### config.mk
export PLATFORM = sky130hd
export DESIGN_NAME = golden_ratio_hsv_color_generator_flat
export DESIGN_NICKNAME = d
export VERILOG_FILES = /design/src/rtl/grhsv_pkg.sv /design/src/rtl/grhsv_if.sv /design/src/rtl/grhsv_csr.sv /design/src/rtl/grhsv_hue.sv /design/src/rtl/grhsv_sector.sv /design/src/rtl/grhsv_scale.sv /design/src/rtl/golden_ratio_hsv_color_generator.sv /design/src/flat_wrapper.sv
export SDC_FILE = /design/constraint.sdc
export NUM_CORES = 1
export LEC_CHECK = 0
export ABC_AREA = 1
export BUFFER_PORTS_ARGS = -buffer_cell sky130_fd_sc_hd__buf_4
export CAP_MARGIN = 25
export CORE_MARGIN = 5
export CORE_UTILIZATION = 23
export DETAILED_ROUTE_END_ITERATION = 8
export GPL_TIMING_DRIVEN = 1
export HOLD_SLACK_MARGIN = 0.15
export SLEW_MARGIN = 25
export SYNTH_ARGS = -nofsm -noshare
export SYNTH_HDL_FRONTEND = slang
export SYNTH_SLANG_ARGS = --single-unit
### constraint.sdc
create_clock -name clock -period 19 [get_ports clock]
set_input_delay 0.95 -clock clock [delete_from_list [all_inputs] [get_ports clock]]
set_output_delay 0.95 -clock clock [all_outputs]
set_load 0.03 [all_outputs]
### src/rtl/grhsv_pkg.sv
`timescale 1ns / 1ps
`default_nettype none
// ----------------------------------------------------------------------------
// grhsv_pkg
// Shared types, constants and helpers of the golden-ratio HSV color generator.
// ----------------------------------------------------------------------------
package grhsv_pkg;

   localparam int CHAN_BITS     = 8;
   localparam int HUE_OUT_BITS  = 16;
   localparam int SEED_BITS     = 16;
   localparam int CSR_ADDR_BITS = 3;
   localparam int CSR_DATA_BITS = 32;

   // Fractional part of the golden ratio, 64 bits; the step is its top bits.
   localparam logic [63:0] GOLD_FRAC64 = 64'h9E37_79B9_7F4A_7C15;

   // Channel = round(255 * 0.95 * (1 - S * x)) reduces to
   //   floor((9710 * 2^H - 969 * 10S * x) / 2^(H+3)) / 5
   localparam int          MUL_BITS     = 14;
   localparam logic [13:0] SAT_MUL_LITE = 14'd4845;  // 969 * 5
   localparam logic [13:0] SAT_MUL_DARK = 14'd8721;  // 969 * 9
   localparam logic [13:0] NUM_BIAS     = 14'd9710;  // 969 * 10 + rounding half
   localparam int          Y_BITS       = 11;        // quotient before /5, max 1213

   // floor(y / 5) as (y * 1639) >> 13, exact for y < 2730
   localparam logic [10:0] RECIP_FIVE   = 11'd1639;
   localparam int          RECIP_SHIFT  = 13;
   localparam int          RECIP_BITS   = 22;

   // Channels that do not depend on the sector position
   localparam logic [7:0] CHAN_V      = 8'd242;  // value
   localparam logic [7:0] CHAN_P_LITE = 8'd121;  // p, saturation 0.5
   localparam logic [7:0] CHAN_P_DARK = 8'd24;   // p, saturation 0.9

   typedef enum logic [0:0] {
      REG_HUE_SEED = 1'b0
   } reg_index_type;

   typedef enum logic [2:0] {
      SECT_RED_YEL = 3'd0,
      SECT_YEL_GRN = 3'd1,
      SECT_GRN_CYN = 3'd2,
      SECT_CYN_BLU = 3'd3,
      SECT_BLU_MAG = 3'd4,
      SECT_MAG_RED = 3'd5
   } hue_sector_type;

   // Payload between the sector stage and the scale stage
   typedef struct packed {
      logic                    dark;
      hue_sector_type          sector;
      logic [Y_BITS-1:0]       y_q;
      logic [Y_BITS-1:0]       y_t;
      logic [HUE_OUT_BITS-1:0] hue_out;
   } mid_stage_type;

   function automatic logic [CHAN_BITS-1:0] scale_chan(input logic [Y_BITS-1:0] y);
      logic [RECIP_BITS-1:0] prod;
      prod = RECIP_BITS'(y) * RECIP_BITS'(RECIP_FIVE);
      return prod[RECIP_SHIFT +: CHAN_BITS];
   endfunction

endpackage
`default_nettype wire

### src/rtl/grhsv_if.sv
`timescale 1ns / 1ps
`default_nettype none
// ----------------------------------------------------------------------------
// grhsv request / response interfaces
// Valid-ready channels of the color generator.
// ----------------------------------------------------------------------------
interface grhsv_req_if;
   logic valid;
   logic ready;
   logic dark_palette;

   modport source (output valid, output dark_palette, input ready);
   modport sink   (input valid, input dark_palette, output ready);
endinterface

interface grhsv_rsp_if;
   import grhsv_pkg::*;
   logic                    valid;
   logic                    ready;
   logic [CHAN_BITS-1:0]    red;
   logic [CHAN_BITS-1:0]    green;
   logic [CHAN_BITS-1:0]    blue;
   logic [HUE_OUT_BITS-1:0] hue_out;

   modport source (output valid, output red, output green, output blue, output hue_out,
                   input ready);
   modport sink   (input valid, input red, input green, input blue, input hue_out,
                   output ready);
endinterface
`default_nettype wire

### src/rtl/grhsv_csr.sv
`timescale 1ns / 1ps
`default_nettype none
// ----------------------------------------------------------------------------
// grhsv_csr
// APB register file: hue seed.
// ----------------------------------------------------------------------------
module grhsv_csr (
   input  wire logic                                  clock,
   input  wire logic                                  reset,
   input  wire logic                                  csr_psel,
   input  wire logic                                  csr_penable,
   input  wire logic                                  csr_pwrite,
   input  wire logic [grhsv_pkg::CSR_ADDR_BITS-1:0]   csr_paddr,
   input  wire logic [grhsv_pkg::CSR_DATA_BITS-1:0]   csr_pwdata,
   output logic      [grhsv_pkg::CSR_DATA_BITS-1:0]   csr_prdata,
   output logic                                       csr_pready,
   output logic      [grhsv_pkg::SEED_BITS-1:0]       hue_seed
);
   import grhsv_pkg::*;

   logic [SEED_BITS-1:0] hue_seed_ff;
   logic [SEED_BITS-1:0] hue_seed_in;
   logic                 wr_en;
   reg_index_type        reg_idx;

   assign csr_pready = 1'b1;
   assign wr_en      = csr_psel && csr_penable && csr_pwrite;
   assign reg_idx    = reg_index_type'(csr_paddr[2]);

   always_comb begin
      hue_seed_in = hue_seed_ff;
      csr_prdata  = '0;
      unique case (reg_idx)
         REG_HUE_SEED: begin
            csr_prdata = CSR_DATA_BITS'(hue_seed_ff);
            if (wr_en) begin
               hue_seed_in = csr_pwdata[SEED_BITS-1:0];
            end
         end
         default: begin
            csr_prdata = '0;
         end
      endcase
   end

   always_ff @(posedge clock) begin
      if (reset) begin
         hue_seed_ff <= '0;
      end else begin
         hue_seed_ff <= hue_seed_in;
      end
   end

   assign hue_seed = hue_seed_ff;

endmodule
`default_nettype wire

### src/rtl/grhsv_hue.sv
`timescale 1ns / 1ps
`default_nettype none
// ----------------------------------------------------------------------------
// grhsv_hue
// Golden-step hue accumulator and input register.
// ----------------------------------------------------------------------------
module grhsv_hue #(
   parameter int HUE_BITS = 16
) (
   input  wire logic                              clock,
   input  wire logic                              reset,
   input  wire logic [grhsv_pkg::SEED_BITS-1:0]   hue_seed,
   input  wire logic                              in_valid,
   input  wire logic                              in_dark,
   output logic                                   in_ready,
   output logic                                   out_valid,
   output logic      [HUE_BITS-1:0]               out_hue,
   output logic                                   out_dark,
   input  wire logic                              out_ready
);
   import grhsv_pkg::*;

   localparam logic [HUE_BITS-1:0] HUE_STEP = GOLD_FRAC64[63 -: HUE_BITS];

   logic [HUE_BITS-1:0] acc_ff, acc_in;
   logic [HUE_BITS-1:0] hue_ff, hue_in;
   logic                dark_ff;
   logic                vld_ff, vld_in;
   logic [HUE_BITS-1:0] seed_aligned;
   logic                take;

   // seed U0.16 -> U0.HUE_BITS
   if (HUE_BITS >= SEED_BITS) begin : g_seed_wide
      assign seed_aligned = HUE_BITS'({hue_seed, {(HUE_BITS - SEED_BITS + 1){1'b0}}} >> 1);
   end else begin : g_seed_narrow
      assign seed_aligned = hue_seed[SEED_BITS-1 -: HUE_BITS];
   end

   assign in_ready = !vld_ff || out_ready;
   assign take     = in_valid && in_ready;

   always_comb begin
      acc_in = acc_ff;
      vld_in = vld_ff && !out_ready;
      if (take) begin
         acc_in = acc_ff + HUE_STEP;
         vld_in = 1'b1;
      end
      hue_in = seed_aligned + acc_in;
   end

   always_ff @(posedge clock) begin
      if (reset) begin
         acc_ff <= '0;
         vld_ff <= 1'b0;
      end else begin
         acc_ff <= acc_in;
         vld_ff <= vld_in;
      end
   end

   always_ff @(posedge clock) begin
      if (take) begin
         hue_ff  <= hue_in;
         dark_ff <= in_dark;
      end
   end

   assign out_valid = vld_ff;
   assign out_hue   = hue_ff;
   assign out_dark  = dark_ff;

endmodule
`default_nettype wire

### src/rtl/grhsv_sector.sv
`timescale 1ns / 1ps
`default_nettype none
// ----------------------------------------------------------------------------
// grhsv_sector
// Splits the hue into sector and position, forms the q and t numerators.
// ----------------------------------------------------------------------------
module grhsv_sector #(
   parameter int HUE_BITS = 16
) (
   input  wire logic                        clock,
   input  wire logic                        reset,
   input  wire logic                        in_valid,
   input  wire logic [HUE_BITS-1:0]         in_hue,
   input  wire logic                        in_dark,
   output logic                             in_ready,
   output logic                             out_valid,
   output grhsv_pkg::mid_stage_type         out_data,
   input  wire logic                        out_ready
);
   import grhsv_pkg::*;

   localparam int NW = HUE_BITS + MUL_BITS + 1;

   logic [HUE_BITS+2:0] prod6;
   logic [HUE_BITS-1:0] frac;
   logic [HUE_BITS:0]   x_q, x_t;
   logic [MUL_BITS-1:0] sat_mul;
   logic [NW-1:0]       bias;
   logic [NW-1:0]       cx_q, cx_t;
   logic [NW-1:0]       num_q, num_t;
   logic [HUE_OUT_BITS-1:0] hue_al;
   mid_stage_type       data_ff, data_in;
   logic                vld_ff, vld_in;
   logic                take;

   // hue * 6 by shift-add; top 3 bits pick the sector
   assign prod6 = {1'b0, in_hue, 2'b00} + {2'b00, in_hue, 1'b0};
   assign frac  = prod6[HUE_BITS-1:0];
   assign x_q   = {1'b0, frac};
   assign x_t   = {1'b1, {HUE_BITS{1'b0}}} - {1'b0, frac};

   assign sat_mul = in_dark ? SAT_MUL_DARK : SAT_MUL_LITE;
   assign bias    = {1'b0, NUM_BIAS, {HUE_BITS{1'b0}}};
   assign cx_q    = NW'(sat_mul) * NW'(x_q);
   assign cx_t    = NW'(sat_mul) * NW'(x_t);
   assign num_q   = bias - cx_q;
   assign num_t   = bias - cx_t;

   if (HUE_BITS >= HUE_OUT_BITS) begin : g_out_narrow
      assign hue_al = in_hue[HUE_BITS-1 -: HUE_OUT_BITS];
   end else begin : g_out_wide
      assign hue_al = HUE_OUT_BITS'({in_hue, {(HUE_OUT_BITS - HUE_BITS + 1){1'b0}}} >> 1);
   end

   assign in_ready = !vld_ff || out_ready;
   assign take     = in_valid && in_ready;

   always_comb begin
      data_in.dark    = in_dark;
      data_in.sector  = hue_sector_type'(prod6[HUE_BITS+2:HUE_BITS]);
      data_in.y_q     = num_q[HUE_BITS+3 +: Y_BITS];
      data_in.y_t     = num_t[HUE_BITS+3 +: Y_BITS];
      data_in.hue_out = hue_al;
      vld_in          = take || (vld_ff && !out_ready);
   end

   always_ff @(posedge clock) begin
      if (reset) begin
         vld_ff <= 1'b0;
      end else begin
         vld_ff <= vld_in;
      end
   end

   always_ff @(posedge clock) begin
      if (take) begin
         data_ff <= data_in;
      end
   end

   assign out_valid = vld_ff;
   assign out_data  = data_ff;

endmodule
`default_nettype wire

### src/rtl/grhsv_scale.sv
`timescale 1ns / 1ps
`default_nettype none
// ----------------------------------------------------------------------------
// grhsv_scale
// Final divide by five, sector channel mapping and result register.
// ----------------------------------------------------------------------------
module grhsv_scale (
   input  wire logic                                  clock,
   input  wire logic                                  reset,
   input  wire logic                                  in_valid,
   input  wire grhsv_pkg::mid_stage_type              in_data,
   output logic                                       in_ready,
   output logic                                       out_valid,
   output logic      [grhsv_pkg::CHAN_BITS-1:0]       out_red,
   output logic      [grhsv_pkg::CHAN_BITS-1:0]       out_green,
   output logic      [grhsv_pkg::CHAN_BITS-1:0]       out_blue,
   output logic      [grhsv_pkg::HUE_OUT_BITS-1:0]    out_hue,
   input  wire logic                                  out_ready
);
   import grhsv_pkg::*;

   logic [CHAN_BITS-1:0]    ch_v, ch_p, ch_q, ch_t;
   logic [CHAN_BITS-1:0]    red_in, green_in, blue_in;
   logic [CHAN_BITS-1:0]    red_ff, green_ff, blue_ff;
   logic [HUE_OUT_BITS-1:0] hue_ff;
   logic                    vld_ff, vld_in;
   logic                    take;

   assign ch_v = CHAN_V;
   assign ch_p = in_data.dark ? CHAN_P_DARK : CHAN_P_LITE;
   assign ch_q = scale_chan(in_data.y_q);
   assign ch_t = scale_chan(in_data.y_t);

   always_comb begin
      case (in_data.sector)
         SECT_RED_YEL: begin
            red_in = ch_v; green_in = ch_t; blue_in = ch_p;
         end
         SECT_YEL_GRN: begin
            red_in = ch_q; green_in = ch_v; blue_in = ch_p;
         end
         SECT_GRN_CYN: begin
            red_in = ch_p; green_in = ch_v; blue_in = ch_t;
         end
         SECT_CYN_BLU: begin
            red_in = ch_p; green_in = ch_q; blue_in = ch_v;
         end
         SECT_BLU_MAG: begin
            red_in = ch_t; green_in = ch_p; blue_in = ch_v;
         end
         default: begin
            red_in = ch_v; green_in = ch_p; blue_in = ch_q;
         end
      endcase
   end

   assign in_ready = !vld_ff || out_ready;
   assign take     = in_valid && in_ready;
   assign vld_in   = take || (vld_ff && !out_ready);

   always_ff @(posedge clock) begin
      if (reset) begin
         vld_ff <= 1'b0;
      end else begin
         vld_ff <= vld_in;
      end
   end

   always_ff @(posedge clock) begin
      if (take) begin
         red_ff   <= red_in;
         green_ff <= green_in;
         blue_ff  <= blue_in;
         hue_ff   <= in_data.hue_out;
      end
   end

   assign out_valid = vld_ff;
   assign out_red   = red_ff;
   assign out_green = green_ff;
   assign out_blue  = blue_ff;
   assign out_hue   = hue_ff;

endmodule
`default_nettype wire

### src/rtl/golden_ratio_hsv_color_generator.sv
`timescale 1ns / 1ps
`default_nettype none
// ----------------------------------------------------------------------------
// golden_ratio_hsv_color_generator
// Usage:
//   Each request transaction on req_chan carries a palette bit (light or
//   dark) and yields exactly one response transaction on rsp_chan with an
//   8-bit RGB color and the U0.16 hue it was made from. Successive hues are
//   spaced by the golden-ratio fraction of a turn, starting at hue_seed
//   plus one step; hue_seed is written over the APB csr_ port (address 0).
//   Throughput: one transaction per cycle while rsp_chan does not stall,
//   set by the three-stage pipeline (hue register, sector stage, result
//   register) that each accepted request passes through in turn.
//   Reset clears the hue accumulator, sets hue_seed to 0 and empties the
//   pipeline. When rsp_chan stalls, each stage holds its transaction; up to
//   three transactions are buffered before req_chan.ready drops.
// ----------------------------------------------------------------------------
module golden_ratio_hsv_color_generator #(
   parameter int HUE_BITS = 16
) (
   input  wire logic                                  clock,
   input  wire logic                                  reset,
   // configuration
   input  wire logic                                  csr_psel,
   input  wire logic                                  csr_penable,
   input  wire logic                                  csr_pwrite,
   input  wire logic [grhsv_pkg::CSR_ADDR_BITS-1:0]   csr_paddr,
   input  wire logic [grhsv_pkg::CSR_DATA_BITS-1:0]   csr_pwdata,
   output logic      [grhsv_pkg::CSR_DATA_BITS-1:0]   csr_prdata,
   output logic                                       csr_pready,
   // channels
   grhsv_req_if.sink                                  req_chan,
   grhsv_rsp_if.source                                rsp_chan
);
   import grhsv_pkg::*;

   logic [SEED_BITS-1:0] hue_seed;

   // hue stage -> sector stage
   logic                 hue_vld, hue_rdy, hue_dark;
   logic [HUE_BITS-1:0]  hue_val;

   // sector stage -> scale stage
   logic                 mid_vld, mid_rdy;
   mid_stage_type        mid_data;

   grhsv_csr u_csr (
      .clock       (clock),
      .reset       (reset),
      .csr_psel    (csr_psel),
      .csr_penable (csr_penable),
      .csr_pwrite  (csr_pwrite),
      .csr_paddr   (csr_paddr),
      .csr_pwdata  (csr_pwdata),
      .csr_prdata  (csr_prdata),
      .csr_pready  (csr_pready),
      .hue_seed    (hue_seed)
   );

   // Accumulator advances on accept; hue = seed + accumulated steps
   grhsv_hue #(.HUE_BITS(HUE_BITS)) u_hue (
      .clock     (clock),
      .reset     (reset),
      .hue_seed  (hue_seed),
      .in_valid  (req_chan.valid),
      .in_dark   (req_chan.dark_palette),
      .in_ready  (req_chan.ready),
      .out_valid (hue_vld),
      .out_hue   (hue_val),
      .out_dark  (hue_dark),
      .out_ready (hue_rdy)
   );

   // Sector split and q/t numerators (constant multiplies)
   grhsv_sector #(.HUE_BITS(HUE_BITS)) u_sector (
      .clock     (clock),
      .reset     (reset),
      .in_valid  (hue_vld),
      .in_hue    (hue_val),
      .in_dark   (hue_dark),
      .in_ready  (hue_rdy),
      .out_valid (mid_vld),
      .out_data  (mid_data),
      .out_ready (mid_rdy)
   );

   // Divide by five, map channels to RGB, result register
   grhsv_scale u_scale (
      .clock     (clock),
      .reset     (reset),
      .in_valid  (mid_vld),
      .in_data   (mid_data),
      .in_ready  (mid_rdy),
      .out_valid (rsp_chan.valid),
      .out_red   (rsp_chan.red),
      .out_green (rsp_chan.green),
      .out_blue  (rsp_chan.blue),
      .out_hue   (rsp_chan.hue_out),
      .out_ready (rsp_chan.ready)
   );

endmodule
`default_nettype wire
### src/flat_wrapper.sv
// flat-port wrapper written by rule: the top's interface ports become plain ports
module golden_ratio_hsv_color_generator_flat import grhsv_pkg::*;
#(
   parameter int HUE_BITS = 16
)
  (clock, reset, csr_psel, csr_penable, csr_pwrite, csr_paddr, csr_pwdata, csr_prdata, csr_pready, req_chan_valid, req_chan_dark_palette, req_chan_ready, rsp_chan_valid, rsp_chan_red, rsp_chan_green, rsp_chan_blue, rsp_chan_hue_out, rsp_chan_ready);
  grhsv_req_if req_chan_i ();
  grhsv_rsp_if rsp_chan_i ();
  input  wire logic clock;
  input  wire logic reset;
  input  wire logic csr_psel;
  input  wire logic csr_penable;
  input  wire logic csr_pwrite;
  input  wire logic [grhsv_pkg::CSR_ADDR_BITS-1:0] csr_paddr;
  input  wire logic [grhsv_pkg::CSR_DATA_BITS-1:0] csr_pwdata;
  output logic      [grhsv_pkg::CSR_DATA_BITS-1:0] csr_prdata;
  output logic csr_pready;
  input wire logic [$bits(req_chan_i.valid)-1:0] req_chan_valid;
  input wire logic [$bits(req_chan_i.dark_palette)-1:0] req_chan_dark_palette;
  output wire logic [$bits(req_chan_i.ready)-1:0] req_chan_ready;
  output wire logic [$bits(rsp_chan_i.valid)-1:0] rsp_chan_valid;
  output wire logic [$bits(rsp_chan_i.red)-1:0] rsp_chan_red;
  output wire logic [$bits(rsp_chan_i.green)-1:0] rsp_chan_green;
  output wire logic [$bits(rsp_chan_i.blue)-1:0] rsp_chan_blue;
  output wire logic [$bits(rsp_chan_i.hue_out)-1:0] rsp_chan_hue_out;
  input wire logic [$bits(rsp_chan_i.ready)-1:0] rsp_chan_ready;
  assign req_chan_i.valid = req_chan_valid;
  assign req_chan_i.dark_palette = req_chan_dark_palette;
  assign req_chan_ready = req_chan_i.ready;
  assign rsp_chan_valid = rsp_chan_i.valid;
  assign rsp_chan_red = rsp_chan_i.red;
  assign rsp_chan_green = rsp_chan_i.green;
  assign rsp_chan_blue = rsp_chan_i.blue;
  assign rsp_chan_hue_out = rsp_chan_i.hue_out;
  assign rsp_chan_i.ready = rsp_chan_ready;
  golden_ratio_hsv_color_generator #(.HUE_BITS(HUE_BITS)) u_core (.clock(clock), .reset(reset), .csr_psel(csr_psel), .csr_penable(csr_penable), .csr_pwrite(csr_pwrite), .csr_paddr(csr_paddr), .csr_pwdata(csr_pwdata), .csr_prdata(csr_prdata), .csr_pready(csr_pready), .req_chan(req_chan_i), .rsp_chan(rsp_chan_i));
endmodule
# After elaboration in Yosys (flattened, before gate mapping)
# Index checks and enable logic that the tools add are counted.
[word_totals]
out_inout_bits = 75
input_bits = 43
ff_bits = 134
[op_classes]
n_eq_ne = 4
n_mux = 8
n_mul = 4
bitwise_logic = 1
n_addsub = 6
n_reduce_logical = 25
[op_table]
columns = ["op", "count"]
rows = [
  ["8-bit case mux with 3 select lines", 3],
  ["30-bit subtractor (first input constant)", 2],
  ["11-bit by 11-bit multiplier with 21-bit output (second input constant)", 2],
  ["16-bit 2-to-1 mux", 2],
  ["14-bit by 16-bit multiplier with 30-bit output", 1],
  ["14-bit by 17-bit multiplier with 30-bit output", 1],
  ["18-bit by 17-bit adder with 19-bit output", 1],
  ["17-bit by 16-bit subtractor with 17-bit output (first input constant)", 1],
  ["16-bit adder", 1],
  ["16-bit adder (second input constant)", 1],
  ["14-bit 2-to-1 mux", 1],
  ["1-bit logical AND", 8],
  ["2-bit OR reduction", 4],
  ["7-bit 2-to-1 mux", 1],
  ["3-bit by 2-bit equality test with 1-bit output (second input constant)", 2],
  ["1-bit logical NOT", 6],
  ["1-bit logical OR", 5],
  ["3-bit by 1-bit equality test with 1-bit output (second input constant)", 1],
  ["3-bit equality test (second input constant)", 1],
  ["3-bit logical NOT", 1],
  ["2-bit AND reduction", 1],
  ["1-bit 2-to-1 mux", 1],
  ["1-bit inverter", 1],
]

# Longest topological paths before layout
# Gate-level depths: netlist of run 1.
[logic_depth]
depth_word = 7
depth_mapped = 38
mapped_depth_nobuf = 38

# Modules after synthesis
# Synthesis of run 1 repeated with hierarchy kept, for this count alone.
[unflattened]
hier_cells = 2885
hier_area_um2 = 23605.1
[by_module_without_submodules]
columns = ["module", "n_inst", "cells_each", "area_each_um2"]
rows = [
  ["grhsv_sector", 1, 1646, 13553.0],
  ["grhsv_scale", 1, 799, 6717.7],
  ["grhsv_hue", 1, 279, 2267.2],
  ["grhsv_csr", 1, 161, 1067.3],
]

# Least setup slack after synthesis of run 1
# Ideal clock, no wire load.
[synth_path]
path_type = "reg-to-reg"
start = "register u_core.u_hue.hue_ff[0], in the netlist u_core.u_hue.out_hue[0]"
end = "register u_core.u_sector.data_ff, in the netlist u_core.u_sector.out_data[22], data pin"
setup_slack_ps = 11835
path_buffers = 0
stages_incl_launch_ff = 33
arrival_time_ps = 6900
required_time_ps = 18735
period_less_slack_ps = 7165
setup_ps = 265
cell_sequence = "edfxtp_1 -> ha_1 -> fa_1 -> or2_1 -> nand2_2 -> inv_4 -> nor2_4 -> nand3_2 -> nor2_4 -> nand2_2 -> nand2_2 -> nor2_4 -> a21oi_1 -> inv_1 -> ha_1 -> or2_1 -> fa_1 -> inv_1 -> fa_1 -> fa_1 -> inv_1 -> fa_1 -> inv_1 -> fa_1 -> inv_1 -> ha_1 -> a21oi_1 -> o21ai_0 -> a21oi_1 -> nand3_1 -> a21boi_0 -> o21ai_0 -> xor2_1"
[synth_between]
elab_chain_cells = 4
[synth_lines]
columns = ["element", "line_no", "rtl"]
rows = [
  ["start: declaration", "grhsv_hue.sv:26", "logic [HUE_BITS-1:0] hue_ff, hue_in;"],
  ["start signal: assignment", "grhsv_hue.sv:64", "hue_ff <= hue_in;"],
  ["18-bit by 17-bit adder with 19-bit output", "grhsv_sector.sv:37", "assign prod6 = {1'b0, in_hue, 2'b00} + {2'b00, in_hue, 1'b0};"],
  ["17-bit by 16-bit subtractor with 17-bit output", "grhsv_sector.sv:40", "assign x_t = {1'b1, {HUE_BITS{1'b0}}} - {1'b0, frac};"],
  ["14-bit by 17-bit multiplier with 30-bit output", "grhsv_sector.sv:45", "assign cx_t = NW'(sat_mul) * NW'(x_t);"],
  ["30-bit subtractor", "grhsv_sector.sv:47", "assign num_t = bias - cx_t;"],
  ["net u_core.u_sector.num_t[25]", "grhsv_sector.sv:30", "logic [NW-1:0] num_q, num_t;"],
  ["end signal: assignment", "grhsv_sector.sv:77", "data_ff <= data_in;"],
  ["end: declaration", "grhsv_sector.sv:32", "mid_stage_type data_ff, data_in;"],
]
# The timed path passes the listed nets, and every way through them passes these cells.
# A chain may end at the register's enable or synchronous reset.

# Worst setup path after layout of run 1
# Same ends and word-level chain as after synthesis.

==> run metrics, run 1 <==
dpl ws 10.41 ns; HPWL after DPL 44.3 mm; CTS Buf Count 17; setup ws final 10.46 ns; Max Slew Vio Count 0; Rows 114; grt ovf 0; Hold Fails Final Rpt 0; clk slew on worst S/H paths 0.08 ns; largest net degree at the start of global routing 61; RSZ-0062 raised after global routing no; Yosys cell types 60; aggregate global-route resource usage 9.99%; WL per Instance 12.6 µm; die area 0.103 mm²; Post-CTS Repair Setup Buffers 0; vias in the first global route 16700; Die X-Extent 322 µm; status finished clean; first-pass GRT wire length 84.3 mm; slowest cell on the critical path edfxtp_1; top post-synthesis cells by area ha_1 23%, fa_1 22%, edfxtp_1 13%; CP top delay family adder cells; Min Hold Slack 0.405 ns; drt first pass iters 6; Fin Setup TNS 0 ns; initial cell density of the core 23.1%; Post-Layout Cell Count 4049; via count 16600; die height 322 µm; drt via density 4.11; period utilization 45.0%; Worst-Margin Slew 0.988 ns; max_cap viols 0; clk_lat worst skew 0.47 ns; Hold/Removal Path Class flop to flop; CTS Root Cell clkbuf_16; htree depth 4; Synth Area per Inst 8.38 µm²; slew margin rel. 34.1%; nets 3464; CTS tree built; min Tclk post-route 8.54 ns; Mapped Area 0.0223 mm²; most common cell after layout, fill and taps aside inv_1; commonest cells after routing, fill and taps aside 681 x inv_1, 414 x ha_1, 372 x nand2_1; post-CTS sizing 0; skew final 0.0217 ns; CP Max Fanout 14; critical path arrival 8.74 ns; clock buffer depth 2; Area Growth Syn to Fin 12.1%; CORE AREA 0.0966 mm²; remaining antenna violation count 0; crit-path most repeated cell fa_1; crit end category flop; hold buffer count at cts 0; Cells after DPL 4017; Clock Sinks 134; I/O pins 118; top cell type's share of synthesized area 23.2%; synthesized instance count 2667; fraction of layout cells with a size suffix above 1 7.07%; FMAX 117 MHz; Slowest Stage Delay on Critical Path 0.63 ns; Setup CP Type flop to flop; Final setup viols 0; CP bufs+invs 4; initial antenna violation count 0; sequential area share after synthesis 16.4%; #FFs+latches synth 134; IO buf count 82; post-synth top area cell ha_1; Syn. warnings 0; ANT cells 0; Critical Path RT 19.20 ns; GP Congestion 0.865; drc violations 0; DRT iter0 DRCs 848; startpoint types flop; final WL 51.0 mm
-- flip-flops by register name, summed over array words and instances, names as in the netlist --
name / count
u_core.u_scale.out_green: 8
u_core.u_scale.out_hue: 16
u_core.u_scale.out_blue: 8
u_core.u_scale.out_valid: 1
u_core.u_sector.out_data: 42
u_core.u_csr.hue_seed: 16
u_core.u_scale.out_red: 8
u_core.u_sector.out_valid: 1
u_core.u_hue.out_valid: 1
u_core.u_hue.out_hue: 16
u_core.u_hue.out_dark: 1
u_core.u_hue.acc_ff: 16
-- cell type report --
class	instances	area, µm²
tap	1276	1600
fill	10400	71500
sequential	134	3670
clock buffer	18	439
timing repair buffer	85	638
inverter	691	2600
multi-input combinational	1831	16000
clock inverter	14	139
-- stage by stage --
step / utilization [%] / instance area, µm²
3_3_place_gp: 25.3 / 24500
3_5_place_dp: 25.3 / 24500
5_1_grt: 25.9 / 25000
6_report: 25.9 / 25000
2_1_floorplan: - / 22400
4_1_cts: 25.9 / 25000
-- final timing paths --
check	start	end	slack, ns	depth (start not counted)
setup reg to reg	u_core.u_hue.out_hue[0]$_DFFE_PP_	u_core.u_sector.out_data[22]$_DFFE_PP_	10.46	30
hold reg to reg	u_core.u_sector.out_data[7]$_DFFE_PP_	u_core.u_scale.out_hue[7]$_DFFE_PP_	0.40	0
hold / removal	u_core.u_sector.out_data[7]$_DFFE_PP_	u_core.u_scale.out_hue[7]$_DFFE_PP_	0.40	0
setup / recovery	u_core.u_hue.out_hue[0]$_DFFE_PP_	u_core.u_sector.out_data[22]$_DFFE_PP_	10.46	30
-- synth_stat cells (all sizes together) --
library cell    n
conb            2
nor3b           2
clkbuf         10
nand2         400
nand4          27
nand3b          9
and3            2
ha            414
xnor2          16
o221ai          2
and2            2
o21ai          71
a21o           13
or2            12
nor2b           1
a21oi         146
o21bai          8
a221oi          1
a21bo           1
nor3           13
o211ai          5
xor2           47
o21a            3
o31ai           3
a211oi         19
o2111ai         1
a31oi           7
o22ai           1
nand3         119
buf            25
edfxtp         99
nor2          207
a21boi          1
dfxtp          35
or3             1
o41ai           1
nor4            3
inv           691
fa            247
-- logic make-up (layout without fill, tap and decap cells) --
logic type	count (synthesis)	count (layout)	synth area share, %
and+or+nand+nor	798	798	15.9
buffers and inverters	726	808	12.6
adders and majority gates	661	661	45.3
AOI/OAI and AO/OA	283	283	7.21
DFF	134	134	16.4
xor gates and xnor gates	63	63	2.50
other	2	26	0.0336
-- worst reg2reg max path, delay by kind of cell (launching register included) --
| family | cells | cell delay, ns |
|---|---|---|
| flip-flops | 1 | 0.63 |
| adder cells (fa/ha/maj) | 9 | 4.09 |
| AO/OA/AOI/OAI | 5 | 1.16 |
| buffers and inverters | 4 | 0.22 |
| XOR/XNOR | 1 | 0.16 |
| AND/OR/NAND/NOR | 11 | 2.03 |
-- routing by layer --
| layer | vias to the layer above | part of all wire [%] | track usage (%) | routed length, µm |
|---|---|---|---|---|
| li1 | 8543 | - | - | - |
| met1 | 7753 | 48 | 13.6 | 24700 |
| met2 | 315 | 45 | 16.4 | 23000 |
| met3 | 38 | 5.3 | 2.19 | 2690 |
| met4 | 0 | 1.4 | 2.03 | 698 |
| met5 | - | 0 | 0 | 0 |
Power of run 1 is not shown: default switching activity piles up to over one toggle a cycle in this logic, so the estimate is an artifact.
==> run 2: changes to the inputs <==
- ABC_AREA: 1 -> 0
- clock period: 19 -> 8.7 ns (I/O delays scaled with it)
==> run metrics, run 2 <==
die height 310 µm; M1 GR Usage 13.0%; Hold/Removal Path Class primary input to flop; dpl ws 0.0360 ns; Clock Sinks 134; drt first pass iters 5; clock buffer depth 2; Area Growth Syn to Fin 15.1%; Cells after DPL 3451; setup ws final 0.297 ns; max reg flops 42; CTS Buf Count 17; ANT cells 0; status finished clean; IO buf count 82; remaining antenna violation count 0; slowest cell on the critical path or4b_4; final WL 44.7 mm; FMAX 119 MHz; GRT met3 Usage 1.62%; nets 3002; Die X-Extent 310 µm; Max Slew Vio Count 0; Hold Fails Final Rpt 0; Syn. warnings 0; WL per Instance 12.8 µm; most common cell after layout, fill and taps aside inv_1; aggregate global-route resource usage 9.44%; Slowest Stage Delay on Critical Path 0.56 ns; async set-reset flop share out of synthesis 0%; Primary FF master, synth edfxtp_1; Yosys cell types 74; grt met2 use 15.5%; via count 14300; grt ovf 0; htree depth 4; number of synthesized flops with an enable pin 99; Worst-Margin Slew 0.927 ns; CTS Root Cell clkbuf_16; synth cell count leaders 526 x inv_1, 414 x ha_1, 247 x fa_1; HPWL after DPL 38.3 mm; Setup CP Type flop to flop; post-synth top area cell ha_1; crit end category flop; initial cell density of the core 23.1%; startpoint types flop; top cell type's share of synthesized area 25.0%; largest net degree at the start of global routing 43; most common cell in the synthesized netlist inv_1; CORE AREA 0.0897 mm²; clk slew on worst S/H paths 0.06 ns; busiest grt layer met2; area of the multi-input gates 0.0150 mm²; CTS tree built; synthesized instance count 2153; Post-Layout Cell Count 3487; FF-to-FF setup slack 0.30 ns; min Tclk post-route 8.40 ns; period utilization 96.6%; die area 0.0962 mm²; Mapped Area 0.0207 mm²; I/O pins 118; CP bufs+invs 7; critical path arrival 8.62 ns; max_cap viols 0; FILL cells 9479; DRT iter0 DRCs 597; CP top delay family adder cells; Design Area, Final 0.0239 mm²; drt via density 4.10; clk_lat worst skew 0.47 ns; crit-path most repeated cell fa_1; drc violations 0; fraction of layout cells with a size suffix above 1 9.48%; vias in the first global route 14600; skew final 0.0280 ns; commonest cells after routing, fill and taps aside 526 x inv_1, 414 x ha_1, 247 x fa_1; GP Congestion 0.861; Critical Path RT 8.91 ns; top post-synthesis cells by area ha_1 25%, fa_1 24%, edfxtp_1 14%; Synth Area per Inst 9.63 µm²; #FFs+latches synth 134; slew margin rel. 38.1%; initial antenna violation count 0; first-pass GRT wire length 73.2 mm; Register Area 0.00367 mm²; Final setup viols 0; sequential area share after synthesis 17.7%; Rows 110; CP Max Fanout 4; dpl cell area 0.0231 mm²
run 2: changes by cell type in the layout (fill, tap and decap cells not counted), moves of 36 or more:
cell,previous run,this run
nor2b_1,1,49
inv_1,681,526
nand2_1,372,112
buf_4,85,145
a21oi_1,141,105
xnor2_1,16,75
nand3_1,114,22
nor2_1,195,100
run 2: layer usage:
| metal | vias up | share of wire [%] | wire length (µm) |
|---|---|---|---|
| met2 | 180 | 47 | 20900 |
| met4 | 0 | 1.5 | 684 |
| met1 | 6847 | 48 | 21600 |
| li1 | 7207 | - | - |
| met5 | - | 0 | 0 |
| met3 | 46 | 3.5 | 1570 |
run 2: worst paths after layout:
check | startpoint | end | depth (start not counted)
worst min-delay path | csr_pwdata[5] | u_core.u_csr.hue_seed[5]$_SDFFE_PP0P_ | 3
worst max-delay path | u_core.u_hue.out_hue[0]$_DFFE_PP_ | u_core.u_sector.out_data[20]$_DFFE_PP_ | 33
worst max register to register | u_core.u_hue.out_hue[0]$_DFFE_PP_ | u_core.u_sector.out_data[20]$_DFFE_PP_ | 33
worst min register to register | u_core.u_sector.out_data[12]$_DFFE_PP_ | u_core.u_scale.out_hue[12]$_DFFE_PP_ | 0
run 2: metrics by stage:
step / hold WS, ns / utilization [%] / TNS [ns]
after floorplan: 0.400 / - / 0
after global placement: 0.403 / 25.8 / 0
after detailed placement: 0.406 / 25.8 / 0
after CTS: 0.178 / 26.5 / 0
after global routing: 0.201 / 26.6 / -0.0462
final: 0.225 / 26.6 / 0
run 2: cell families (layout without fill, tap and decap cells):
group,after synthesis,count (layout),share of synthesized area (%)
adder cells (fa/ha/maj),661,661,48.8
buffers and inverters,574,708,10.7
AND/OR/NAND/NOR,389,389,9.29
AO/OA/AOI/OAI,286,286,8.76
flip-flops,134,134,17.7
XOR/XNOR,102,102,4.35
multiplexers,5,5,0.266
other,2,26,0.0362
run 2: what timing repair did:
item	CTS	global route
gates resized for setup	0	15
endpoints found under the setup margin	0	9
hold buffers	1	0
setup buffers	0	3
hold endpoints to repair	1	0
run 2: area by class of cell:
cell class	count	area share (%)
inverters	530	8.34
clock buffers	26	2.33
flip-flops and latches	134	15.4
multi-input cells	1469	63.0
clock inverters	6	0.205
well taps	1176	6.17
repair buffers	146	4.60
run 2: worst register-to-register path: cells and delay by family (launching register included):
kind	cells	cell delay [ns]
compound gates	8	1.40
xor+xnor	3	0.39
fa+ha+maj	9	3.77
buf+inv	7	0.53
flops	1	0.39
simple gates	6	1.70
Power of run 2 is left out for the same reason.
==> run 3: changes to the inputs <==
- CORE_ASPECT_RATIO: default -> 1.1
- CTS_BUF_LIST: default -> sky130_fd_sc_hd__clkbuf_8
- REMOVE_ABC_BUFFERS: default -> 1
==> run metrics, run 3 (same netlist as run 2, synthesis figures left out) <==
drt first pass iters 6; Setup CP Type flop to flop; skew final 0.0246 ns; Die X-Extent 296 µm; RR Startpoint u_core.u_hue.out_hue[1]$_DFFE_PP_; CP startpoint u_core.u_hue.out_hue[1]$_DFFE_PP_; fin util 26.5%; die height 325 µm; Rows 115; CTS Root Cell clkbuf_8; Final setup viols 0; most common cell after layout, fill and taps aside inv_1; startpoint types flop; Cells after DPL 3440; slew margin rel. 46.6%; Min Hold Slack 0.199 ns; die area 0.0963 mm²; fraction of layout cells with a size suffix above 1 9.58%; aggregate global-route resource usage 9.37%; RSZ-0062 raised after global routing no; GP Congestion 0.865; area of the multi-input gates 0.0151 mm²; Fin Setup TNS 0 ns; slowest cell on the critical path fa_1; Clock Sinks 134; FILL cells 9618; via count 14200; min Tclk post-route 8.27 ns; Hold/Removal Path Class primary input to flop; reg-to-reg endpoint u_core.u_sector.out_data[37]$_DFFE_PP_; Register Area 0.00367 mm²; final WL 44.2 mm; clock buffer depth 2; period utilization 95.0%; first-pass GRT wire length 73.8 mm; FMAX 121 MHz; clk slew on worst S/H paths 0.11 ns; IO buf count 82; Critical Path RT 8.95 ns; grt ovf 0; commonest cells after routing, fill and taps aside 526 x inv_1, 413 x ha_1, 247 x fa_1; I/O pins 118; htree depth 4; initial antenna violation count 1; drt via density 4.09; initial cell density of the core 23.2%; Area Growth Syn to Fin 14.2%; hold path depth 3; clk_lat worst skew 0.48 ns; CTS Buf Count 17; CP Max Fanout 7; Worst-Margin Slew 0.800 ns; Hold EP u_core.u_csr.hue_seed[5]$_SDFFE_PP0P_; FF-to-FF setup slack 0.43 ns; largest net degree at the start of global routing 43; crit-path most repeated cell fa_1; Hold Fails Final Rpt 0; beginning of the worst hold path csr_pwdata[5]; CORE AREA 0.0895 mm²; HPWL after DPL 38.1 mm; CP top delay family adder cells; crit end category flop; max reg flops 42; critical path arrival 8.51 ns; Max Slew Vio Count 0; WL per Instance 12.7 µm; Reg2Reg Depth 29; DRT iter0 DRCs 619; CTS tree built; nets 2999; Slowest Stage Delay on Critical Path 0.54 ns; max_cap viols 0; status finished clean; vias in the first global route 14700; drc violations 0; remaining antenna violation count 0; Post-Layout Cell Count 3480; CP bufs+invs 6
-- run 3: repair_timing --
| item | CTS | global route |
|---|---|---|
| setup buffers | 0 | 4 |
| gates resized for setup | 0 | 22 |
| endpoints found under the hold margin | 2 | 0 |
| hold buffers | 2 | 0 |
| endpoints found under the setup margin | 0 | 12 |
-- run 3: how the worst max path moves through the flow --
stage	to	slack [ns]	depth (start not counted)
2_1_floorplan	u_core.u_sector.out_data[20]$_DFFE_PP_	0.37	32
3_3_place_gp	u_core.u_sector.out_data[25]$_DFFE_PP_	0.13	30
3_5_place_dp	u_core.u_sector.out_data[25]$_DFFE_PP_	0.02	30
4_1_cts	u_core.u_sector.out_data[25]$_DFFE_PP_	0.02	30
5_1_grt	u_core.u_sector.out_data[26]$_DFFE_PP_	0.001	33
6_report	u_core.u_sector.out_data[37]$_DFFE_PP_	0.43	29
-- run 3: cell type report --
| type | count | share of cell area (%) |
|---|---|---|
| sequential | 134 | 15.5 |
| clock buffer | 17 | 0.988 |
| multi-input combinational | 1469 | 63.6 |
| tap | 1170 | 6.18 |
| clock inverter | 15 | 0.724 |
| inverter | 530 | 8.41 |
| timing repair buffer | 143 | 4.55 |
| antenna | 2 | 0.0211 |
-- run 3: metrics by stage --
stage	setup slack, ns	instance area, µm²
6_report	0.433	23700
5_1_grt	0.00122	23700
4_1_cts	0.0154	23500
3_5_place_dp	0.0175	23100
3_3_place_gp	0.130	23100
2_1_floorplan	0.370	20600
-- run 3: routing by layer --
layer / GRT usage [%] / part of all wire [%] / routed length [µm] / vias up
li1: - / - / - / 7214
met1: 12.8 / 47 / 20900 / 6766
met2: 15.5 / 47 / 20700 / 242
met3: 1.90 / 4.8 / 2110 / 24
met4: 1.81 / 1.2 / 533 / 0
met5: 0 / 0 / 0 / -
-- run 3: worst register-to-register path, delay by kind of cell (launching register included) --
family / cells / cell delay [ns]
fa+ha+maj: 8 / 3.51
compound gates: 13 / 3.17
buf+inv: 6 / 0.65
flops: 1 / 0.41
simple gates: 1 / 0.20
xor+xnor: 1 / 0.09
Power of run 3 is left out for the same reason.
